[src/hw/rtl/slcd_pkg.sv]
package slcd_pkg;

  localparam int SLCD_BUF_DEPTH  = 128;
  localparam int SLCD_ADDR_W     = $clog2(SLCD_BUF_DEPTH);
  localparam int SLCD_FILL_W     = SLCD_ADDR_W + 1;
  localparam int SLCD_MAX_FRAME  = 128;
  localparam int SLCD_MIN_FRAME  = 4;
  localparam int SLCD_HDR_LEN    = 3;
  localparam int SLCD_WORD_BYTES = 8;
  localparam logic [7:0] SLCD_START_RESET = 8'h55;

  typedef enum logic [3:0] {
    ST_IDLE,
    ST_SCAN_RD,
    ST_SCAN_CHK,
    ST_ADDR_RD,
    ST_ADDR_CAP,
    ST_LEN_RD,
    ST_LEN_CHK,
    ST_SUM_RD,
    ST_SUM_ACC,
    ST_PAY_RD,
    ST_PAY_ACC,
    ST_PAY_OUT
  } state_t;

endpackage

[src/hw/rtl/slcd_byte_if.sv]
interface slcd_byte_if;
  logic       valid;
  logic       ready;
  logic [7:0] rx_byte;

  modport source (output valid, output rx_byte, input ready);
  modport sink (input valid, input rx_byte, output ready);
endinterface

[src/hw/rtl/slcd_cfg_if.sv]
interface slcd_cfg_if;
  logic       valid;
  logic       ready;
  logic [7:0] start_byte;

  modport source (output valid, output start_byte, input ready);
  modport sink (input valid, input start_byte, output ready);
endinterface

[src/hw/rtl/slcd_word_if.sv]
interface slcd_word_if;
  logic        valid;
  logic        ready;
  logic [7:0]  frame_address;
  logic [63:0] payload_word;
  logic [3:0]  byte_count;
  logic        frame_last;

  modport source (output valid, output frame_address, output payload_word,
                  output byte_count, output frame_last, input ready);
  modport sink (input valid, input frame_address, input payload_word,
                input byte_count, input frame_last, output ready);
endinterface

[src/hw/rtl/slcd_ram.sv]
module slcd_ram #(
  parameter int WIDTH = 8,
  parameter int DEPTH = 128
) (
  input  logic                     clk,
  input  logic                     wr_en,
  input  logic [$clog2(DEPTH)-1:0] wr_addr,
  input  logic [WIDTH-1:0]         wr_data,
  input  logic [$clog2(DEPTH)-1:0] rd_addr,
  output logic [WIDTH-1:0]         rd_data
);

  logic [WIDTH-1:0] mem [DEPTH];

  always_ff @(posedge clk) begin
    if (wr_en) begin
      mem[wr_addr] <= wr_data;
    end
    rd_data <= mem[rd_addr];
  end

endmodule

[src/hw/rtl/start_length_checksum_deframer.sv]
// Channel  Direction  Carries
// -------  ---------  ---------------------------------------------------
// rx       in         rx_byte, one received serial byte per transaction
// cfg      in         start_byte, the frame start marker (always ready)
// frame    out        frame_address, payload_word, byte_count, frame_last
//
// rx is ready only while the parser is idle. The buffer is a single-port-read
// RAM, so every byte examined, in a search, the header, the checksum or the
// payload, takes a read step and then a step that uses the data; emitting a
// frame adds one output step per word. Resyncs repeat searches.
// Reset is synchronous; the buffer contents are not cleared, only the count and head.
// A stalled frame channel holds the parser in its emit step; rx keeps waiting.
module start_length_checksum_deframer
  import slcd_pkg::*;
#(
  parameter int MAX_FRAME = SLCD_MAX_FRAME
) (
  input  logic        clk,
  input  logic        rst,
  slcd_byte_if.sink   rx,
  slcd_cfg_if.sink    cfg,
  slcd_word_if.source frame
);

  state_t state, state_next;

  logic [SLCD_ADDR_W-1:0] head, head_next;
  logic [SLCD_FILL_W-1:0] fill, fill_next;
  logic [SLCD_FILL_W-1:0] idx, idx_next;
  logic [7:0]             len, len_next;
  logic [7:0]             addr_q, addr_q_next;
  logic [7:0]             sum, sum_next;
  logic [63:0]            word, word_next;
  logic [3:0]             wcnt, wcnt_next;
  logic                   last_q, last_q_next;
  logic [7:0]             start_byte;

  logic                   out_valid;
  logic [7:0]             out_addr;
  logic [63:0]            out_word;
  logic [3:0]             out_cnt;
  logic                   out_last;
  logic                   out_load;

  logic                   wr_en;
  logic [SLCD_ADDR_W-1:0] wr_addr;
  logic [SLCD_ADDR_W-1:0] rd_addr;
  logic [7:0]             rd_data;
  logic [SLCD_FILL_W-1:0] fill_left;
  logic [7:0]             sum_new;
  logic                   len_bad;

  slcd_ram #(
    .WIDTH(8),
    .DEPTH(SLCD_BUF_DEPTH)
  ) u_buf (
    .clk    (clk),
    .wr_en  (wr_en),
    .wr_addr(wr_addr),
    .wr_data(rx.rx_byte),
    .rd_addr(rd_addr),
    .rd_data(rd_data)
  );

  assign rx.ready  = (state == ST_IDLE);
  assign cfg.ready = 1'b1;
  assign wr_en     = rx.valid && rx.ready;
  // With a full buffer the slot past the last byte is the oldest one, at head.
  assign wr_addr   = head + fill[SLCD_ADDR_W-1:0];
  assign rd_addr   = head + idx[SLCD_ADDR_W-1:0];
  assign fill_left = fill - idx;
  assign sum_new   = sum + rd_data;
  assign len_bad   = (rd_data < 8'(SLCD_MIN_FRAME)) || (32'(rd_data) > MAX_FRAME)
                     || (rd_data > 8'(SLCD_BUF_DEPTH));

  assign frame.valid         = out_valid;
  assign frame.frame_address = out_addr;
  assign frame.payload_word  = out_word;
  assign frame.byte_count    = out_cnt;
  assign frame.frame_last    = out_last;

  always_ff @(posedge clk) begin
    if (rst) begin
      state      <= ST_IDLE;
      head       <= '0;
      fill       <= '0;
      out_valid  <= 1'b0;
      start_byte <= SLCD_START_RESET;
    end else begin
      state <= state_next;
      head  <= head_next;
      fill  <= fill_next;
      if (cfg.valid) begin
        start_byte <= cfg.start_byte;
      end
      if (out_load) begin
        out_valid <= 1'b1;
      end else if (frame.ready) begin
        out_valid <= 1'b0;
      end
    end
  end

  always_ff @(posedge clk) begin
    idx    <= idx_next;
    len    <= len_next;
    addr_q <= addr_q_next;
    sum    <= sum_next;
    word   <= word_next;
    wcnt   <= wcnt_next;
    last_q <= last_q_next;
    if (out_load) begin
      out_addr <= addr_q;
      out_word <= word;
      out_cnt  <= wcnt;
      out_last <= last_q;
    end
  end

  always_comb begin
    state_next  = state;
    head_next   = head;
    fill_next   = fill;
    idx_next    = idx;
    len_next    = len;
    addr_q_next = addr_q;
    sum_next    = sum;
    word_next   = word;
    wcnt_next   = wcnt;
    last_q_next = last_q;
    out_load    = 1'b0;

    unique case (state)
      ST_IDLE: begin
        if (rx.valid) begin
          if (fill == SLCD_FILL_W'(SLCD_BUF_DEPTH)) begin
            head_next = head + 1'b1;
          end else begin
            fill_next = fill + 1'b1;
          end
          idx_next   = '0;
          state_next = ST_SCAN_RD;
        end
      end
      ST_SCAN_RD: begin
        if (idx >= fill) begin
          // No start byte anywhere: everything buffered is discarded.
          fill_next  = '0;
          state_next = ST_IDLE;
        end else begin
          state_next = ST_SCAN_CHK;
        end
      end
      ST_SCAN_CHK: begin
        if (rd_data == start_byte) begin
          head_next = head + idx[SLCD_ADDR_W-1:0];
          fill_next = fill_left;
          if (fill_left < SLCD_FILL_W'(SLCD_HDR_LEN)) begin
            state_next = ST_IDLE;
          end else begin
            idx_next   = SLCD_FILL_W'(1);
            state_next = ST_ADDR_RD;
          end
        end else begin
          idx_next   = idx + 1'b1;
          state_next = ST_SCAN_RD;
        end
      end
      ST_ADDR_RD: begin
        state_next = ST_ADDR_CAP;
      end
      ST_ADDR_CAP: begin
        addr_q_next = rd_data;
        idx_next    = SLCD_FILL_W'(2);
        state_next  = ST_LEN_RD;
      end
      ST_LEN_RD: begin
        state_next = ST_LEN_CHK;
      end
      ST_LEN_CHK: begin
        len_next = rd_data;
        if (len_bad) begin
          idx_next   = SLCD_FILL_W'(1);
          state_next = ST_SCAN_RD;
        end else if (fill < SLCD_FILL_W'(rd_data)) begin
          state_next = ST_IDLE;
        end else begin
          sum_next   = '0;
          idx_next   = '0;
          state_next = ST_SUM_RD;
        end
      end
      ST_SUM_RD: begin
        state_next = ST_SUM_ACC;
      end
      ST_SUM_ACC: begin
        sum_next = sum_new;
        // A good frame sums to zero including its checksum byte.
        if (idx == SLCD_FILL_W'(len - 8'd1)) begin
          if (sum_new == 8'd0) begin
            word_next = '0;
            wcnt_next = '0;
            if (len == 8'(SLCD_MIN_FRAME)) begin
              last_q_next = 1'b1;
              state_next  = ST_PAY_OUT;
            end else begin
              idx_next   = SLCD_FILL_W'(SLCD_HDR_LEN);
              state_next = ST_PAY_RD;
            end
          end else begin
            idx_next   = SLCD_FILL_W'(1);
            state_next = ST_SCAN_RD;
          end
        end else begin
          idx_next   = idx + 1'b1;
          state_next = ST_SUM_RD;
        end
      end
      ST_PAY_RD: begin
        state_next = ST_PAY_ACC;
      end
      ST_PAY_ACC: begin
        word_next[{wcnt[2:0], 3'b000} +: 8] = rd_data;
        wcnt_next = wcnt + 1'b1;
        if (idx == SLCD_FILL_W'(len - 8'd2)) begin
          last_q_next = 1'b1;
          state_next  = ST_PAY_OUT;
        end else if (wcnt == 4'(SLCD_WORD_BYTES - 1)) begin
          last_q_next = 1'b0;
          state_next  = ST_PAY_OUT;
        end else begin
          idx_next   = idx + 1'b1;
          state_next = ST_PAY_RD;
        end
      end
      ST_PAY_OUT: begin
        if (!out_valid || frame.ready) begin
          out_load = 1'b1;
          if (last_q) begin
            head_next  = head + len[SLCD_ADDR_W-1:0];
            fill_next  = fill - SLCD_FILL_W'(len);
            idx_next   = '0;
            state_next = ST_SCAN_RD;
          end else begin
            idx_next   = idx + 1'b1;
            word_next  = '0;
            wcnt_next  = '0;
            state_next = ST_PAY_RD;
          end
        end
      end
      default: begin
        state_next = ST_IDLE;
      end
    endcase
  end

endmodule

[src/flat_wrapper.sv]
// flat-port wrapper written by rule: the top's interface ports become plain ports
module start_length_checksum_deframer_flat import slcd_pkg::*;
#(
  parameter int MAX_FRAME = SLCD_MAX_FRAME
)
  (clk, rst, rx_valid, rx_rx_byte, rx_ready, cfg_valid, cfg_start_byte, cfg_ready, frame_valid, frame_frame_address, frame_payload_word, frame_byte_count, frame_frame_last, frame_ready);
  slcd_byte_if rx_i ();
  slcd_cfg_if cfg_i ();
  slcd_word_if frame_i ();
  input  logic clk;
  input  logic rst;
  input wire logic [$bits(rx_i.valid)-1:0] rx_valid;
  input wire logic [$bits(rx_i.rx_byte)-1:0] rx_rx_byte;
  output wire logic [$bits(rx_i.ready)-1:0] rx_ready;
  input wire logic [$bits(cfg_i.valid)-1:0] cfg_valid;
  input wire logic [$bits(cfg_i.start_byte)-1:0] cfg_start_byte;
  output wire logic [$bits(cfg_i.ready)-1:0] cfg_ready;
  output wire logic [$bits(frame_i.valid)-1:0] frame_valid;
  output wire logic [$bits(frame_i.frame_address)-1:0] frame_frame_address;
  output wire logic [$bits(frame_i.payload_word)-1:0] frame_payload_word;
  output wire logic [$bits(frame_i.byte_count)-1:0] frame_byte_count;
  output wire logic [$bits(frame_i.frame_last)-1:0] frame_frame_last;
  input wire logic [$bits(frame_i.ready)-1:0] frame_ready;
  assign rx_i.valid = rx_valid;
  assign rx_i.rx_byte = rx_rx_byte;
  assign rx_ready = rx_i.ready;
  assign cfg_i.valid = cfg_valid;
  assign cfg_i.start_byte = cfg_start_byte;
  assign cfg_ready = cfg_i.ready;
  assign frame_valid = frame_i.valid;
  assign frame_frame_address = frame_i.frame_address;
  assign frame_payload_word = frame_i.payload_word;
  assign frame_byte_count = frame_i.byte_count;
  assign frame_frame_last = frame_i.frame_last;
  assign frame_i.ready = frame_ready;
  start_length_checksum_deframer #(.MAX_FRAME(MAX_FRAME)) u_core (.clk(clk), .rst(rst), .rx(rx_i), .cfg(cfg_i), .frame(frame_i));
endmodule
[config.mk]
export PLATFORM = sky130hd
export DESIGN_NAME = start_length_checksum_deframer_flat
export DESIGN_NICKNAME = d
export VERILOG_FILES = /design/src/hw/rtl/slcd_pkg.sv /design/src/hw/rtl/slcd_byte_if.sv /design/src/hw/rtl/slcd_cfg_if.sv /design/src/hw/rtl/slcd_word_if.sv /design/src/hw/rtl/slcd_ram.sv /design/src/hw/rtl/start_length_checksum_deframer.sv /design/src/flat_wrapper.sv
export SDC_FILE = /design/constraint.sdc
export NUM_CORES = 1
export LEC_CHECK = 0
export ABC_CLOCK_PERIOD_IN_PS = 4700
export BUFFER_PORTS_ARGS = -buffer_cell sky130_fd_sc_hd__buf_2
export CORE_MARGIN = 1.5
export CORE_UTILIZATION = 56
export CTS_BUF_LIST = sky130_fd_sc_hd__clkbuf_4 sky130_fd_sc_hd__clkbuf_8 sky130_fd_sc_hd__clkbuf_16
export CTS_CLUSTER_SIZE = 40
export DETAILED_ROUTE_END_ITERATION = 8
export GPL_TIMING_DRIVEN = 0
export PLACE_DENSITY = 0.75
export SYNTH_ARGS = -nofsm -noshare
export SYNTH_HDL_FRONTEND = slang
export SYNTH_HIERARCHICAL = 1
export SYNTH_SLANG_ARGS = --single-unit
export TNS_END_PERCENT = 10
[constraint.sdc]
create_clock -name clk -period 4.7 [get_ports clk]
set_input_delay 0.235 -clock clk [delete_from_list [all_inputs] [get_ports clk]]
set_output_delay 0.235 -clock clk [all_outputs]
set_load 0.01 [all_outputs]
==> impl_metrics.csv, run 1 <==
group,metric,value,unit
status,status,"finished, violations left",
status,violations,"capacitance limit",
synthesis,ys_ff_latch,1238,
sta,whs,0.0331,ns
detailed_routing,via_count,27100,
sta,fin_crit_sh,98.6,%
sta,slew_violations,0,
synthesis,synthCells,2659,
synthesis,yosysSeqAreaShare,72.8,%
sta,slew_headroom,0.747,%
pwr,internal_power,19.3,mW
synthesis,synth_top_family_by_area,"multiplexers",
sta,fin_worst_skew,0.0451,ns
pwr,leakage,18.3,nW
synthesis,ys_types,74,
die,core_area,89700,um2
die,die_w,303,um
final_layout,n_fill_cell,5973,
setup_path,cpPeakStageDelay,0.62,ns
global_route,grt_usage,27.3,%
setup_path,cpMaxStageDelayCell,"edfxtp_1",
setup_path,crit_type,"reg2reg",
synthesis,synthXorXnorAreaFrac,0.953,%
place,place_area,52800,um2
pwr,power_switching,6.79,mW
setup_path,critPathTopFamily,"multiplexers",
final_layout,fin_area,56900,um2
synthesis,synth_area,50600,um2
detailed_routing,vias_per_cell,6.50,
clock_tree,cts.sinks,1238,
setup_path,crit_chain,"ha_1, inv_1, fa_1, xnor2_2, clkbuf_4, buf_2, mux4_2, mux4_2, mux4_2, mux2_2",
clock_tree,cts.clk_slew.worst_paths,0.06,ns
final_layout,finalNetCount,2982,
pwr,swShare,26.0,%
final_layout,drive_gt1_share,24.5,%
sta,layout_min_cycle_time,4.63,ns
setup_path,crit_arrival,5.18,ns
clock_tree,ctsHtreeMaxLevel,3,
global_route,antenna_found_initial,5,
place,portBuffers,98,
place,place_inst,3943,
sta,setup_viol,0,
final_layout,insertedDiodeCount,0,
sta,hold_viol,0,
global_route,grt_max_degree,97,
clock_tree,root_buffer,"clkbuf_16",
synthesis,synth.avg_cell_area,19.0,um2
place,dp.final_hpwl,81.8,mm
clock_tree,numCtsBuffers,117,
detailed_routing,drtIter0Drc,3375,
pwr,power_frac_seq,47.9,%
synthesis,yosys.area_share.simple,4.90,%
detailed_routing,drt-pass1-iter-count,6,
pwr,p_comb_share,16.3,%
clock_tree,clockBufferDepth,3,
synthesis,async_flop_share,0,%
final_layout,stdcell_count,4174,
setup_path,cp.required,5.25,ns
global_route,grt_pass1_vias,26900,
synthesis,syn_nets,2739,
pwr,power.total,26.1,mW
setup_path,cpMostUsedCell,"mux4_2",
synthesis,synth_mux_area_share,15.6,%
die,ios,101,
synthesis,synth_ff_type,"edfxtp_1",
sta,max_freq,216,MHz
die,die_area,92100,um2
setup_path,critPathMaxFanout,10,
job,cap_violations,1,
synthesis,synth_fa_ha_area_share,1.55,%
setup_path,startpoint_type,"flop",
sta,tightest_slew,1.49,ns
setup_path,cp_num_buf_inv,3,
pwr,clockPowerShare,35.8,%
clock_tree,cts_tree,"yes",
die,fp.dieH,303,um
synthesis,synth-compound-area-share,2.64,%
sta,grt_setup_unrepaired,"true",
global_route,overflow,0,
die,row_count,110,
clock_tree,clock_latency,0.72,ns
pwr,powerDensity,459,nW/um2
final_layout,layout_commonest_cell,"edfxtp_1",
global_route,grt_pass1_wl,179,mm
final_layout,areaGrowthSynthToFinish,12.6,%
final_layout,final_util,63.4,%
place,routabilityCongestion,0.928,
clock_tree,cts_setup_buffers,0,
detailed_routing,wirelength,123,mm
die,start_util,56.3,%
detailed_routing,route.detailed.drc,0,
detailed_routing,wl_per_cell,29.5,um
synthesis,yosysWarningCount,6,
detailed_routing,ant_nets,0,
pwr,vdd_ir_drop_max,377,uV
synthesis,synth-edff-count,1202,
setup_path,endpoint_kind,"flop",
min_path,min_path_type,"in2reg",
final_layout,layout_common_cells,"1202 x edfxtp_1, 336 x mux4_2, 294 x nor2_1",
final timing paths:
path                          from                       endpoint  slack [ns]  depth (start not counted)
setup / recovery     u_core/idx[0]        u_core/u_buf/rd_data[5]        0.07                         10
hold reg to reg   u_core/addr_q[4]  u_core/frame.frame_address[4]        0.42                          0
setup reg to reg     u_core/idx[0]        u_core/u_buf/rd_data[5]        0.07                         10
hold / removal       rx_rx_byte[5]       u_core/u_buf/mem[126][5]        0.03                          1
metal layers:
| layer | track usage (%) | vias up | wire length (um) |
|---|---|---|---|
| met3 | 5.45 | 336 | 11400 |
| met5 | 0 | - | 43 |
| met1 | 36.5 | 14000 | 45700 |
| met4 | 12.1 | 6 | 6100 |
| met2 | 43.9 | 1540 | 60100 |
| li1 | - | 11200 | - |
power groups by stage:
stage	logic, mW	registers (mW)	clock network (mW)
6_report	4.26	12.5	9.36
5_1_grt	4.45	12.5	9.91
4_1_cts	4.20	12.5	9.49
3_5_place_dp	4.14	12.7	0
3_3_place_gp	4.02	12.7	0
2_1_floorplan	2.68	12.6	0
state kept, by name, indices dropped and copies added, names as in the netlist, 4 cells and up:
| name | flops |
|---|---|
| u_core/state | 4 |
| u_core/wcnt | 4 |
| u_core/fill | 8 |
| u_core/len | 8 |
| u_core/u_buf/rd_data | 8 |
| u_core/addr_q | 8 |
| u_core/frame.frame_address | 8 |
| u_core/u_buf/mem | 1024 |
| u_core/head | 7 |
| u_core/idx | 8 |
| u_core/word | 64 |
| u_core/sum | 8 |
| u_core/frame.byte_count | 4 |
| u_core/frame.payload_word | 64 |
| u_core/start_byte | 8 |
final cells by class:
type | count | area, um2 | share of cell area [%]
tap | 1176 | 1470 | 2.58
sequential | 1238 | 36800 | 64.7
buffer | 130 | 626 | 1.10
multi-input combinational | 1241 | 13100 | 22.9
clock inverter | 73 | 694 | 1.22
timing repair buffer | 125 | 933 | 1.64
inverter | 49 | 184 | 0.323
clock buffer | 142 | 3150 | 5.53
synthesized netlist by cell type, types with 4 or more instances:
library cell / instances / area share (%)
edfxtp_1: 1202 / 71
mux4_2: 336 / 15
nor2_1: 295 / 2.2
a21oi_1: 87 / 0.86
clkbuf_1: 78 / 0.58
nand2_1: 66 / 0.49
ha_1: 53 / 1.3
inv_1: 49 / 0.36
nand3_1: 43 / 0.43
xnor2_1: 40 / 0.69
nor3_1: 38 / 0.38
dfxtp_1: 36 / 1.4
mux2i_1: 25 / 0.49
o21ai_0: 25 / 0.25
nor2b_1: 22 / 0.27
buf_1: 20 / 0.15
buf_2: 20 / 0.20
xor2_1: 15 / 0.26
a211oi_1: 14 / 0.21
nand2b_1: 13 / 0.16
o21a_1: 13 / 0.19
buf_4: 12 / 0.18
and3_1: 10 / 0.12
nand4_1: 10 / 0.12
and2_1: 8 / 0.099
mux2_2: 8 / 0.18
nor4_1: 8 / 0.099
a21o_1: 7 / 0.10
a31oi_1: 7 / 0.087
o22ai_1: 7 / 0.087
fa_1: 6 / 0.24
o211ai_1: 6 / 0.089
nand3b_1: 5 / 0.074
nor3b_1: 5 / 0.074
o21bai_1: 5 / 0.074
o221ai_1: 5 / 0.087
or3_1: 5 / 0.062
a221oi_1: 4 / 0.069
or2_2: 4 / 0.049
through the flow:
step,setup slack [ns],TNS (ns)
after floorplan,0.0933,0
after global placement,-1.38,-147.35
after detailed placement,-0.834,-6.59
after CTS,-0.0112,-0.0798
after global routing,-0.0303,-0.225
final,0.0667,0
kinds of logic (layout without fill, tap and decap cells):
kind of cell / after synthesis / after routing
adder cells (fa/ha/maj): 59 / 59
flip-flops: 1238 / 1238
buffers and inverters: 180 / 519
XOR/XNOR: 55 / 55
multiplexers: 369 / 369
AO/OA/AOI/OAI: 209 / 209
other: 1 / 1
AND/OR/NAND/NOR: 548 / 548
repair_timing:
| item | 4_1_cts | 5_1_grt |
|---|---|---|
| hold endpoints to repair | 111 | 0 |
| resized for setup | 32 | 42 |
| hold buffers | 17 | 0 |
| endpoints found under the setup margin | 32 | 54 |
(Power assumes the default switching activity.)
==> inputs of run 2 (changes only) <==
- RECOVER_POWER: unset -> 50
==> impl_metrics.csv, run 2 (same netlist as run 1, synthesis figures left out) <==
group,metric,value,unit
status,status,"finished, violations left",
status,violations,"DRC, capacitance limit, slew limit",
detailed_routing,drt-pass1-iter-count,8,
final_layout,n_fill_cell,6045,
setup_path,cpMaxStageDelayCell,"edfxtp_1",
clock_tree,cts.clk_slew.worst_paths,0.06,ns
clock_tree,clock_latency,0.72,ns
final_layout,largest_register_ffs,1024,
final_layout,layout_commonest_cell,"edfxtp_1",
detailed_routing,wl_per_cell,29.6,um
final_layout,fin_area,56600,um2
sta,hold_viol,0,
clock_tree,clockBufferDepth,3,
die,die_area,92100,um2
sta,fin_ws,0.0813,ns
setup_path,crit_chain,"ha_1, inv_1, fa_1, xnor2_2, clkbuf_4, buf_2, mux4_2, mux4_2, mux4_2, mux2_2",
clock_tree,cts.sinks,1238,
place,routabilityCongestion,0.928,
detailed_routing,wl_met3,12.0,mm
global_route,grt_pass1_wl,179,mm
sta,grt_setup_unrepaired,"true",
sta,setup_viol,0,
final_layout,layout_common_cells,"1202 x edfxtp_1, 336 x mux4_2, 295 x nor2_1",
detailed_routing,drtIter0Drc,3353,
detailed_routing,wl_met2,60.3,mm
die,core_area,89700,um2
global_route,grt_usage,27.3,%
final_layout,final_util,63.1,%
sta,finalSetupTns,0,ns
detailed_routing,route.detailed.drc,1,
clock_tree,cts_setup_buffers,0,
setup_path,cpPeakStageDelay,0.62,ns
sta,tightest_slew,3.35,ns
sta,slew_violations,1029,
final_layout,top_register,"u_core/u_buf/mem",
detailed_routing,vias_per_cell,6.49,
sta,fin_worst_skew,0.0475,ns
setup_path,endpoint_kind,"flop",
setup_path,crit_arrival,5.17,ns
die,start_util,56.3,%
pwr,leakage,18.0,nW
detailed_routing,top_layer,"met5",
pwr,vdd_ir_drop_max,383,uV
clock_tree,cts_tree,"yes",
sta,max_freq,217,MHz
die,ios,101,
sta,fin_crit_sh,98.3,%
setup_path,cpMostUsedCell,"mux4_2",
place,dp.final_hpwl,81.8,mm
setup_path,cp.required,5.25,ns
detailed_routing,wl_met1,45.0,mm
die,row_count,110,
sta,layout_min_cycle_time,4.62,ns
setup_path,critPathTopFamily,"multiplexers",
place,portBuffers,98,
sta,whs,0.0621,ns
final_layout,finalNetCount,2982,
setup_path,crit_type,"reg2reg",
place,dp_slack,-0.834,ns
setup_path,critPathMaxFanout,10,
detailed_routing,wirelength,124,mm
min_path,min_path_type,"in2reg",
setup_path,cp_num_buf_inv,3,
final_layout,drive_gt1_share,21.5,%
detailed_routing,via_count,27100,
sta,slew_headroom,-123,%
global_route,grt_max_degree,97,
job,cap_violations,17,
clock_tree,root_buffer,"clkbuf_16",
final_layout,areaGrowthSynthToFinish,12.0,%
die,die_w,303,um
global_route,grt_pass1_vias,26900,
global_route,antenna_found_initial,5,
clock_tree,ctsHtreeMaxLevel,3,
global_route,overflow,0,
setup_path,reg2reg_slack,0.08,ns
die,fp.dieH,303,um
clock_tree,numCtsBuffers,117,
detailed_routing,ant_nets,0,
place,place_area,52800,um2
pwr,powerDensity,461,nW/um2
setup_path,startpoint_type,"flop",
[run 2: timing repair]
item / CTS / global route
setup endpoints to repair: 32 / 54
gates resized for setup: 32 / 42
pin swaps: 0 / 0
hold buffers: 17 / 0
hold endpoints to repair: 111 / 0
[run 2: final timing paths]
path                                  startpoint                       endpoint  cells after the start
worst min register to register  u_core/addr_q[4]  u_core/frame.frame_address[4]                      0
worst max register to register     u_core/idx[0]        u_core/u_buf/rd_data[5]                     10
worst min-delay path                   cfg_valid           u_core/start_byte[5]                      3
worst max-delay path               u_core/idx[0]        u_core/u_buf/rd_data[5]                     10
[run 2: layer usage]
layer  up-vias  global-route usage, %
li1      11200                      -
met1     14000                   36.5
met2      1550                   43.9
met3       329                   5.45
met4         6                   12.1
met5         -                      0
[run 2: cell type report]
class | count | area, um2 | share of cell area [%]
flip-flops and latches | 1238 | 36800 | 65.0
plain buffers | 130 | 624 | 1.10
well taps | 1176 | 1470 | 2.60
inverters | 49 | 184 | 0.325
repair buffers | 125 | 616 | 1.09
multi-input cells | 1241 | 13100 | 23.1
clock buffers | 142 | 3150 | 5.57
diodes | 2 | 5.00 | 0.00884
clock inverters | 73 | 694 | 1.23
[run 2: where the power goes]
part	switching (mW)	internal, mW
Clock	3.99	5.37
Sequential	0.246	12.3
Combinational	2.54	1.69
[run 2: stage by stage]
stage	std cells	power, mW
2_1_floorplan	2659	15.3
5_1_grt	4174	26.9
3_5_place_dp	3943	16.9
4_1_cts	4174	26.2
3_3_place_gp	3933	16.8
6_report	4176	26.1
[run 2: worst min-delay path, cell delays in order]
cell and delay [ns]:
clkbuf_1 0.24, mux2i_1 0.18, nor2_1 0.07
